**config.mk**
```make
export PLATFORM = sky130hd
export DESIGN_NAME = bsg_ctrl
export DESIGN_NICKNAME = d
export VERILOG_FILES = /design/src/sv/bsg_pkg.sv /design/src/sv/bsg_ctrl.sv
export SDC_FILE = /design/constraint.sdc
export NUM_CORES = 1
export LEC_CHECK = 0
export ABC_AREA = 1
export BUFFER_PORTS_ARGS = -buffer_cell sky130_fd_sc_hd__buf_4
export CAP_MARGIN = 40
export CORE_MARGIN = 1
export CORE_UTILIZATION = 55
export DETAILED_ROUTE_END_ITERATION = 8
export PLACE_DENSITY = 0.73
export SYNTH_ARGS = -nofsm -noshare
export SYNTH_HDL_FRONTEND = slang
export SYNTH_SLANG_ARGS = --single-unit
```
**constraint.sdc**
```tcl
create_clock -name clk_i -period 2.46 [get_ports clk_i]
set_input_delay 0.369 -clock clk_i [delete_from_list [all_inputs] [get_ports clk_i]]
set_output_delay 0.369 -clock clk_i [all_outputs]
set_load 0.005 [all_outputs]
```
**src/sv/bsg_pkg.sv**
```systemverilog
`default_nettype none
// ----------------------------------------------------------------------------
// bsg_pkg
// Shared types and constants for the bond segment geometry block.
// ----------------------------------------------------------------------------
package bsg_pkg;

  localparam int unsigned ATOM_SLOTS_DEF = 256;
  localparam int unsigned COORD_BITS_DEF = 24;

  localparam int unsigned IDX_W       = 8;   // slot index fields
  localparam int unsigned ADDR_EXT_W  = 16;  // index widened before cutting to the address
  localparam int unsigned OUT_COORD_W = 24;  // coordinate result fields
  localparam int unsigned LEN_W       = 25;  // length result field
  localparam int unsigned DIR_W       = 16;  // direction result fields, Q1.14
  localparam int unsigned DIR_FRAC    = 14;
  localparam int unsigned QUO_W       = DIR_FRAC + 1;
  localparam int unsigned DIV_STEPS   = DIR_FRAC;  // shift steps after the first compare
  localparam int unsigned CNT_W       = 6;

  localparam logic FUNC_STORE = 1'b0;
  localparam logic FUNC_BOND  = 1'b1;

  typedef enum logic [3:0] {
    ST_IDLE,
    ST_RD_A,
    ST_RD_B,
    ST_CAP_B,
    ST_DIFF,
    ST_SQ_X,
    ST_SQ_Y,
    ST_SUM,
    ST_SQRT,
    ST_DIVX_INIT,
    ST_DIVX,
    ST_DIVY_INIT,
    ST_DIVY,
    ST_DONE
  } bsg_state_e;

  typedef enum logic [3:0] {
    CMD_NONE,
    CMD_STORE,
    CMD_CAPTURE_IDX,
    CMD_READ_A,
    CMD_READ_B,
    CMD_CAPTURE_B,
    CMD_DIFF,
    CMD_SQ_X,
    CMD_SQ_Y,
    CMD_SUM,
    CMD_SQRT_STEP,
    CMD_DIVX_INIT,
    CMD_DIV_STEP,
    CMD_DIVY_INIT,
    CMD_LOAD_OUT
  } bsg_cmd_e;

  typedef struct packed {
    logic zero_len;
  } bsg_status_t;

endpackage
`default_nettype wire

```
**src/sv/bsg_ctrl.sv**
```systemverilog
`default_nettype none
// ----------------------------------------------------------------------------
// bsg_ctrl
// Sequencer: accepts transactions, steps the datapath through read, square,
// root and divide phases, and owns the result valid flag.
// ----------------------------------------------------------------------------
module bsg_ctrl
  import bsg_pkg::*;
#(
  parameter int unsigned COORD_BITS = COORD_BITS_DEF
) (
  input  wire logic        clk_i,
  input  wire logic        rst_ni,
  input  wire logic        in_valid_i,
  output logic             in_ready_o,
  input  wire logic        func_i,
  output logic             out_valid_o,
  input  wire logic        out_ready_i,
  input  wire bsg_status_t status_i,
  output bsg_cmd_e         cmd_o
);

  localparam int unsigned SQRT_STEPS = COORD_BITS + 1;

  bsg_state_e       state_q, state_d;
  logic [CNT_W-1:0] cnt_q, cnt_d;
  logic             out_valid_q, out_valid_d;
  logic             out_load;
  logic             cnt_last;

  assign cnt_last = (cnt_q == '0);
  assign out_load = (state_q == ST_DONE) && (!out_valid_q || out_ready_i);

  always_ff @(posedge clk_i or negedge rst_ni) begin
    if (!rst_ni) begin
      state_q     <= ST_IDLE;
      cnt_q       <= '0;
      out_valid_q <= 1'b0;
    end else begin
      state_q     <= state_d;
      cnt_q       <= cnt_d;
      out_valid_q <= out_valid_d;
    end
  end

  // next state
  always_comb begin
    state_d = state_q;
    cnt_d   = cnt_q;
    unique case (state_q)
      ST_IDLE: begin
        if (in_valid_i && (func_i == FUNC_BOND)) begin
          state_d = ST_RD_A;
        end
      end
      ST_RD_A:  state_d = ST_RD_B;
      ST_RD_B:  state_d = ST_CAP_B;
      ST_CAP_B: state_d = ST_DIFF;
      ST_DIFF:  state_d = ST_SQ_X;
      ST_SQ_X:  state_d = ST_SQ_Y;
      ST_SQ_Y:  state_d = ST_SUM;
      ST_SUM: begin
        state_d = ST_SQRT;
        cnt_d   = CNT_W'(SQRT_STEPS - 1);
      end
      ST_SQRT: begin
        if (cnt_last) begin
          state_d = ST_DIVX_INIT;
        end else begin
          cnt_d = cnt_q - 1'b1;
        end
      end
      ST_DIVX_INIT: begin
        if (status_i.zero_len) begin
          state_d = ST_DONE;
        end else begin
          state_d = ST_DIVX;
          cnt_d   = CNT_W'(DIV_STEPS - 1);
        end
      end
      ST_DIVX: begin
        if (cnt_last) begin
          state_d = ST_DIVY_INIT;
        end else begin
          cnt_d = cnt_q - 1'b1;
        end
      end
      ST_DIVY_INIT: begin
        state_d = ST_DIVY;
        cnt_d   = CNT_W'(DIV_STEPS - 1);
      end
      ST_DIVY: begin
        if (cnt_last) begin
          state_d = ST_DONE;
        end else begin
          cnt_d = cnt_q - 1'b1;
        end
      end
      ST_DONE: begin
        if (out_load) begin
          state_d = ST_IDLE;
        end
      end
      default: state_d = ST_IDLE;
    endcase
  end

  always_comb begin
    if (out_load) begin
      out_valid_d = 1'b1;
    end else if (out_ready_i) begin
      out_valid_d = 1'b0;
    end else begin
      out_valid_d = out_valid_q;
    end
  end

  // outputs
  always_comb begin
    in_ready_o = 1'b0;
    cmd_o      = CMD_NONE;
    unique case (state_q)
      ST_IDLE: begin
        in_ready_o = 1'b1;
        if (in_valid_i) begin
          cmd_o = (func_i == FUNC_BOND) ? CMD_CAPTURE_IDX : CMD_STORE;
        end
      end
      ST_RD_A:      cmd_o = CMD_READ_A;
      ST_RD_B:      cmd_o = CMD_READ_B;
      ST_CAP_B:     cmd_o = CMD_CAPTURE_B;
      ST_DIFF:      cmd_o = CMD_DIFF;
      ST_SQ_X:      cmd_o = CMD_SQ_X;
      ST_SQ_Y:      cmd_o = CMD_SQ_Y;
      ST_SUM:       cmd_o = CMD_SUM;
      ST_SQRT:      cmd_o = CMD_SQRT_STEP;
      ST_DIVX_INIT: cmd_o = status_i.zero_len ? CMD_NONE : CMD_DIVX_INIT;
      ST_DIVX:      cmd_o = CMD_DIV_STEP;
      ST_DIVY_INIT: cmd_o = CMD_DIVY_INIT;
      ST_DIVY:      cmd_o = CMD_DIV_STEP;
      ST_DONE:      cmd_o = out_load ? CMD_LOAD_OUT : CMD_NONE;
      default:      cmd_o = CMD_NONE;
    endcase
  end

  assign out_valid_o = out_valid_q;

endmodule
`default_nettype wire

```
==> results of run 1 <==
## what timing repair did
action | CTS | global route
hold buffers | 1 | 0
endpoints found under the hold margin | 11 | 0
setup endpoints to repair | 0 | 0
## kinds of logic (layout without fill, tap and decap cells)
family | after synthesis | in the layout
buffers and inverters | 24 | 39
xor gates and xnor gates | 1 | 1
DFF | 11 | 11
AOI/OAI and AO/OA | 10 | 10
and+or+nand+nor | 92 | 92
adders and majority gates | 2 | 2
## area by class of cell
cell class              count  area share [%]
inverters                  23            8.18
multi-input cells         105            53.2
well taps                  16            1.87
flip-flops and latches     11            25.7
repair buffers             12            8.64
clock buffers               4            2.45
## final timing paths
path / end / slack [ns]
worst max register to register: cnt_q[4] / 1.06
worst min register to register: cnt_q[1] / 0.47
max in group asynchronous: cnt_q[4] / 1.84
min in group asynchronous: state_q[2] / 0.48
worst max-delay path: cmd_o[1] / 0.54
worst min-delay path: out_valid_o / 0.38
## worst max-delay path, stage by stage, from the launching register on
cell and delay, ns:
dfrtp_1 0.50, inv_2 0.09, nand2_2 0.16, inv_1 0.08
a22oi_1 0.21, nand4_1 0.11, buf_4 0.15
## per-stage QoR
step	setup slack, ns	hold slack (ns)
final	0.541	0.382
after global routing	0.390	0.393
after CTS	0.546	0.368
after detailed placement	0.844	0.203
after global placement	0.849	0.203
after floorplan	1.06	0.0734
## where the power goes
part / total (W) / internal [W] / switching, W
clock network: 0.000110 / 0.0000623 / 0.0000480
registers: 0.000340 / 0.000249 / 0.0000915
logic: 0.000768 / 0.000317 / 0.000451
total: 0.00122 / 0.000628 / 0.000591
## registers in the layout, indices dropped and copies added, names as in the netlist
register     count
cnt_q            6
state_q          4
out_valid_o      1
## layout by cell type, fill, tap and decap left out
master	count
dfrtp_1	11
nand3_2	3
a22oi_1	1
o21bai_1	1
nand2_2	8
nand4_1	4
nor2_2	1
nand2_4	2
a21oi_1	2
inv_1	16
clkinv_1	1
ha_1	2
clkinv_2	1
or2_0	1
nor2_1	13
o211ai_1	1
nand3_1	10
xnor2_1	1
clkbuf_4	3
dlygate4sd3_1	1
nand2_8	1
buf_4	11
and2_4	1
o21ai_0	3
nand2_1	45
nor2_4	3
inv_2	5
o2111ai_1	2
clkbuf_1	1
## per-layer routing
metal	vias to the layer above	wire, µm	global-route usage (%)
met5	-	0	0
met1	386	992	39.1
met4	0	23	13.1
met2	26	835	33.0
li1	476	-	-
met3	2	114	2.50
==> run_results.csv, run 1 <==
group,metric,value,unit
final_layout,fill_cells,150,
yosys,synthAdderAreaFrac,2.65,%
floorplan,fp.dieW,43.4,µm
yosys,synth-compound-area-share,6.90,%
yosys,postSynth.asyncResetShare,100,%
floorplan,dieArea,0.00188,mm²
detailed_routing,viasPerCell,5.20,
worst_setup_path,crit_start,"state_q[2]",
yosys,yosys_warnings,0,
yosys,synth.area.mux_share,0,%
floorplan,start_util,60.5,%
hold_path,hp-class,"input pin to register",
global_route,grt_pass1_vias,773,
yosys,yosysMostFrequentCell,"nand2_1",
yosys,synth_top_family_by_area,"simple AND/OR/NAND/NOR gates",
worst_setup_path,reg2reg_depth,6,
floorplan,row_count,14,
outcome,outcome,"finished, final reports clean",
clocking,htreeDepth,1,
yosys,synth_top_area_cell,"dfrtp_1",
final_layout,syn2layout_area_growth,13.5,%
worst_setup_path,cp-start-kind,"register",
yosys,ys.flop_type,"dfrtp_1",
detailed_routing,wl,1960,µm
power_and_ir_drop,power_leakage,0.597,nW
clocking,clkSlewWorstSetupHoldPaths,0.06,ns
detailed_routing,drtAntennaViolNets,0,
detailed_routing,vias,890,
sta,rsz0062_at_grt,"no",
global_route,grt_use_total,24.7,%
sta,timing.fmax,521,MHz
hold_path,min_from,"out_ready_i",
sta,slew_headroom,81.4,%
yosys,yosys-top-cells-area,"dfrtp_1, nand2_1, inv_1",
floorplan,io_pins,12,
job,drv_cap,0,
worst_setup_path,r2r_start,"state_q[0]",
detailed_routing,dr.pass1.iters,4,
yosys,synth_nets,148,
final_layout,drive_gt1_share,25.2,%
clocking,ctsRootBufferMaster,"clkbuf_4",
global_route,grt_pass1_wl,3360,µm
final_layout,final_core_util,68.7,%
yosys,synth_edf_count,0,
floorplan,core-area,0.00156,mm²
power_and_ir_drop,ir_drop,688,µV
global_route,grt_max_degree,12,
yosys,synth_cells,140,
hold_path,hold_depth,4,
sta,slew_violations,0,
detailed_routing,drt_iter0_drc,38,
worst_setup_path,crit_path_end_kind,"output port",
final_layout,seq_area,275,µm²
clocking,cts.sinks,11,
power_and_ir_drop,p_per_area,1140,mW/mm²
final_layout,multi_input_area,569,µm²
yosys,syn_area_per_cell,6.74,µm²
worst_setup_path,crit_fanout,8,
place,dpl_cell_area,0.00103,mm²
clocking,cts_buffers,3,
final_layout,nNetsFinal,164,
detailed_routing,drcViolationCount,0,
clocking,cts_setup_buffers,0,
place,dp_hpwl,1660,µm
floorplan,die_h,43.4,µm
final_layout,final_cells,171,
worst_setup_path,crit_required,2.09,ns
place,finalWeightedCongestion,0.876,
yosys,yosysTopAreaCellShare,29.2,%
worst_setup_path,worstPathArrival,1.55,ns
global_route,antenna_found_initial,0,
sta,layout_worst_path_cycle_share,78.0,%
yosys,synth.top_cells.by_count,"nand2_1, inv_1, nor2_1, dfrtp_1, nand3_1",
sta,tightest_slew,0.279,ns
clocking,clk_latency,0.25,ns
detailed_routing,drt-wirelength-per-cell,11.5,µm
yosys,ys_seq_area_share,29.2,%
yosys,synthSimpleGateAreaFrac,49.9,%
clocking,cts_tree,"done",
sta,fin_crit,1.92,ns
yosys,ys_ff_latch,11,
global_route,grt_overflow,0,
sta,final_hold_viol_count,0,
place,io_buffers,11,
final_layout,n_antenna_cell,0,
yosys,synth_xor_xnor_area_share,0.928,%
worst_setup_path,critPathKind,"register to output port",
yosys,syn-cell-area,943,µm²
power_and_ir_drop,fin_total_pwr,0.00122,W
sta,finalSetupViolCount,0,
sta,fin_skew,0.00331,ns
yosys,ys_types,26,
clocking,clk_path_buf_depth,2,
sta,finalSetupTns,0,ns
place,placed_cells,166,
final_layout,stdcell_area,0.00107,mm²
clocking,post_cts_resized,0,
No activity file was read; power rests on OpenSTA's default activity.
==> run 2: changes to the inputs <==
--- a/config.mk
+++ b/config.mk
@@ -9,9 +9,9 @@
 export BUFFER_PORTS_ARGS = -buffer_cell sky130_fd_sc_hd__buf_4
 export CAP_MARGIN = 40
 export CORE_MARGIN = 1
-export CORE_UTILIZATION = 55
+export CORE_UTILIZATION = 50
 export DETAILED_ROUTE_END_ITERATION = 8
-export PLACE_DENSITY = 0.73
+export PLACE_DENSITY = 0.7
 export SYNTH_ARGS = -nofsm -noshare
 export SYNTH_HDL_FRONTEND = slang
 export SYNTH_SLANG_ARGS = --single-unit
==> constraint.sdc (replaced) <==
create_clock -name clk_i -period 1.6 [get_ports clk_i]
set_input_delay 0.24 -clock clk_i [delete_from_list [all_inputs] [get_ports clk_i]]
set_output_delay 0.24 -clock clk_i [all_outputs]
set_load 0.005 [all_outputs]
==> run_results.csv, run 2 (synthesized netlist as in run 1, its figures left out) <==
group,metric,value,unit
worst_setup_path,reg2reg_depth,9,
global_route,grt_max_degree,12,
final_layout,fill_cells,144,
final_layout,top_register,"cnt_q",
final_layout,nNetsFinal,176,
sta,final_hold_viol_count,0,
clocking,cts.sinks,11,
place,dp_hpwl,1620,µm
job,drv_cap,0,
global_route,busiest_layer,"met2",
place,placed_cells,176,
sta,finalSetupTns,-0.191,ns
clocking,clkSlewWorstSetupHoldPaths,0.06,ns
global_route,grt_util_met2,39.1,%
clocking,clk_latency,0.27,ns
detailed_routing,drt-wirelength-per-cell,11.9,µm
place,io_buffers,11,
global_route,antenna_found_initial,0,
floorplan,io_pins,12,
worst_setup_path,r2r_start,"state_q[0]",
sta,final.setup.worst_slack,-0.0729,ns
detailed_routing,drtAntennaViolNets,0,
clocking,clk_path_buf_depth,2,
outcome,violations,"negative setup slack",
worst_setup_path,rrSetupSlack,0.04,ns
global_route,grt_pass1_vias,922,
hold_path,hold_depth,4,
sta,slew_violations,0,
detailed_routing,drt_iter0_drc,23,
floorplan,row_count,15,
final_layout,n_antenna_cell,0,
global_route,grt_use_total,26.8,%
global_route,met1_usage,37.9,%
worst_setup_path,crit_start,"state_q[0]",
sta,finalSetupViolCount,4,
detailed_routing,drcViolationCount,0,
detailed_routing,dr.pass1.iters,4,
sta,fin_skew,0.000506,ns
floorplan,die_h,45.4,µm
floorplan,fp.dieW,45.4,µm
worst_setup_path,r2r-end,"cnt_q[2]",
place,dp_slack,0.130,ns
worst_setup_path,setup.worst_path.end,"cmd_o[0]",
final_layout,stdcell_area,0.00124,mm²
detailed_routing,viasPerCell,5.18,
sta,fin_crit,1.67,ns
place,dpl_cell_area,0.00105,mm²
final_layout,layout_commonest_cell,"nand2_1",
final_layout,largest_reg_flops,6,
global_route,use_met3,3.57,%
clocking,cts_tree,"done",
worst_setup_path,critPathKind,"register to output port",
power_and_ir_drop,p_per_area,1760,mW/mm²
final_layout,layout_common_cells,"nand2_1, buf_4, inv_1",
final_layout,drive_gt1_share,40.1,%
sta,slew_headroom,83.9,%
sta,timing.fmax,598,MHz
sta,layout_worst_path_cycle_share,105,%
sta,tightest_slew,0.241,ns
power_and_ir_drop,power_leakage,0.677,nW
worst_setup_path,crit_fanout,6,
place,finalWeightedCongestion,0.945,
floorplan,core-area,0.00175,mm²
worst_setup_path,worstPathArrival,1.43,ns
clocking,ctsRootBufferMaster,"clkbuf_4",
hold_path,hp-class,"input pin to register",
sta,rsz0062_at_grt,"yes",
worst_setup_path,cp-start-kind,"register",
outcome,outcome,"finished with violations",
final_layout,syn2layout_area_growth,32.0,%
clocking,htreeDepth,1,
detailed_routing,vias,995,
detailed_routing,wl,2290,µm
global_route,grt_overflow,0,
final_layout,final_cells,192,
clocking,cts_buffers,3,
floorplan,dieArea,0.00206,mm²
worst_setup_path,crit_required,1.36,ns
power_and_ir_drop,ir_drop,958,µV
floorplan,start_util,54.1,%
global_route,grt_pass1_wl,3860,µm
worst_setup_path,crit_path_end_kind,"output port",
run 2: cell types whose count changed in the layout (fill, tap and decap cells not counted), sizes merged:
cell / previous run / this run
buf: 11 / 23
run 2: critical path, cell delays in order, from the launching register on:
cell      delay (ns)
dfrtp_2         0.48
nor2_4          0.17
and2_4          0.19
nand2_2         0.05
o211ai_1        0.15
buf_4           0.13
run 2: metrics by stage:
| step | utilization (%) | total power (W) | hold WS [ns] |
|---|---|---|---|
| 4_1_cts | 67.7 | 0.00208 | 0.251 |
| 3_5_place_dp | 60.4 | 0.00170 | 0.0769 |
| 3_3_place_gp | 60.4 | 0.00170 | 0.0780 |
| 5_1_grt | 71.3 | 0.00239 | 0.276 |
| 6_report | 71.3 | 0.00219 | 0.262 |
| 2_1_floorplan | - | 0.00136 | -0.0556 |
run 2: where the power goes:
| part | switching (W) | internal (W) |
|---|---|---|
| Combinational | 0.000784 | 0.000664 |
| Sequential | 0.000172 | 0.000391 |
| Clock | 0.0000878 | 0.0000966 |
run 2: area by class of cell:
type                            count  area [µm²]  share of cell area (%)
Clock buffer                        4        26.3                    2.11
Sequential cell                    11         280                    22.5
Inverter                           23        92.6                    7.44
Multi-Input combinational cell    105         628                    50.5
Timing Repair Buffer               24         186                    15.0
Tap cell                           25        31.3                    2.51
run 2: how the worst min path moves through the flow:
stage / startpoint / endpoint
floorplan: rst_ni / cnt_q[0]
global placement: rst_ni / cnt_q[1]
detailed placement: rst_ni / cnt_q[1]
CTS: out_ready_i / out_valid_o
global route: out_ready_i / out_valid_o
finish: out_ready_i / out_valid_o
run 2: repair_timing:
action / CTS / global route
resized for setup: 15 / 11
pin swaps: 0 / 4
setup endpoints to repair: 4 / 4
buffers inserted: 7 / 4
hold buffers: 1 / 0
cloned: 0 / 0
hold endpoints to repair: 11 / 0
run 2: layer usage:
layer | vias up | routed length, µm
met2 | 34 | 1050
met1 | 453 | 1030
met4 | 0 | 76
met5 | - | 0
li1 | 498 | -
met3 | 10 | 131
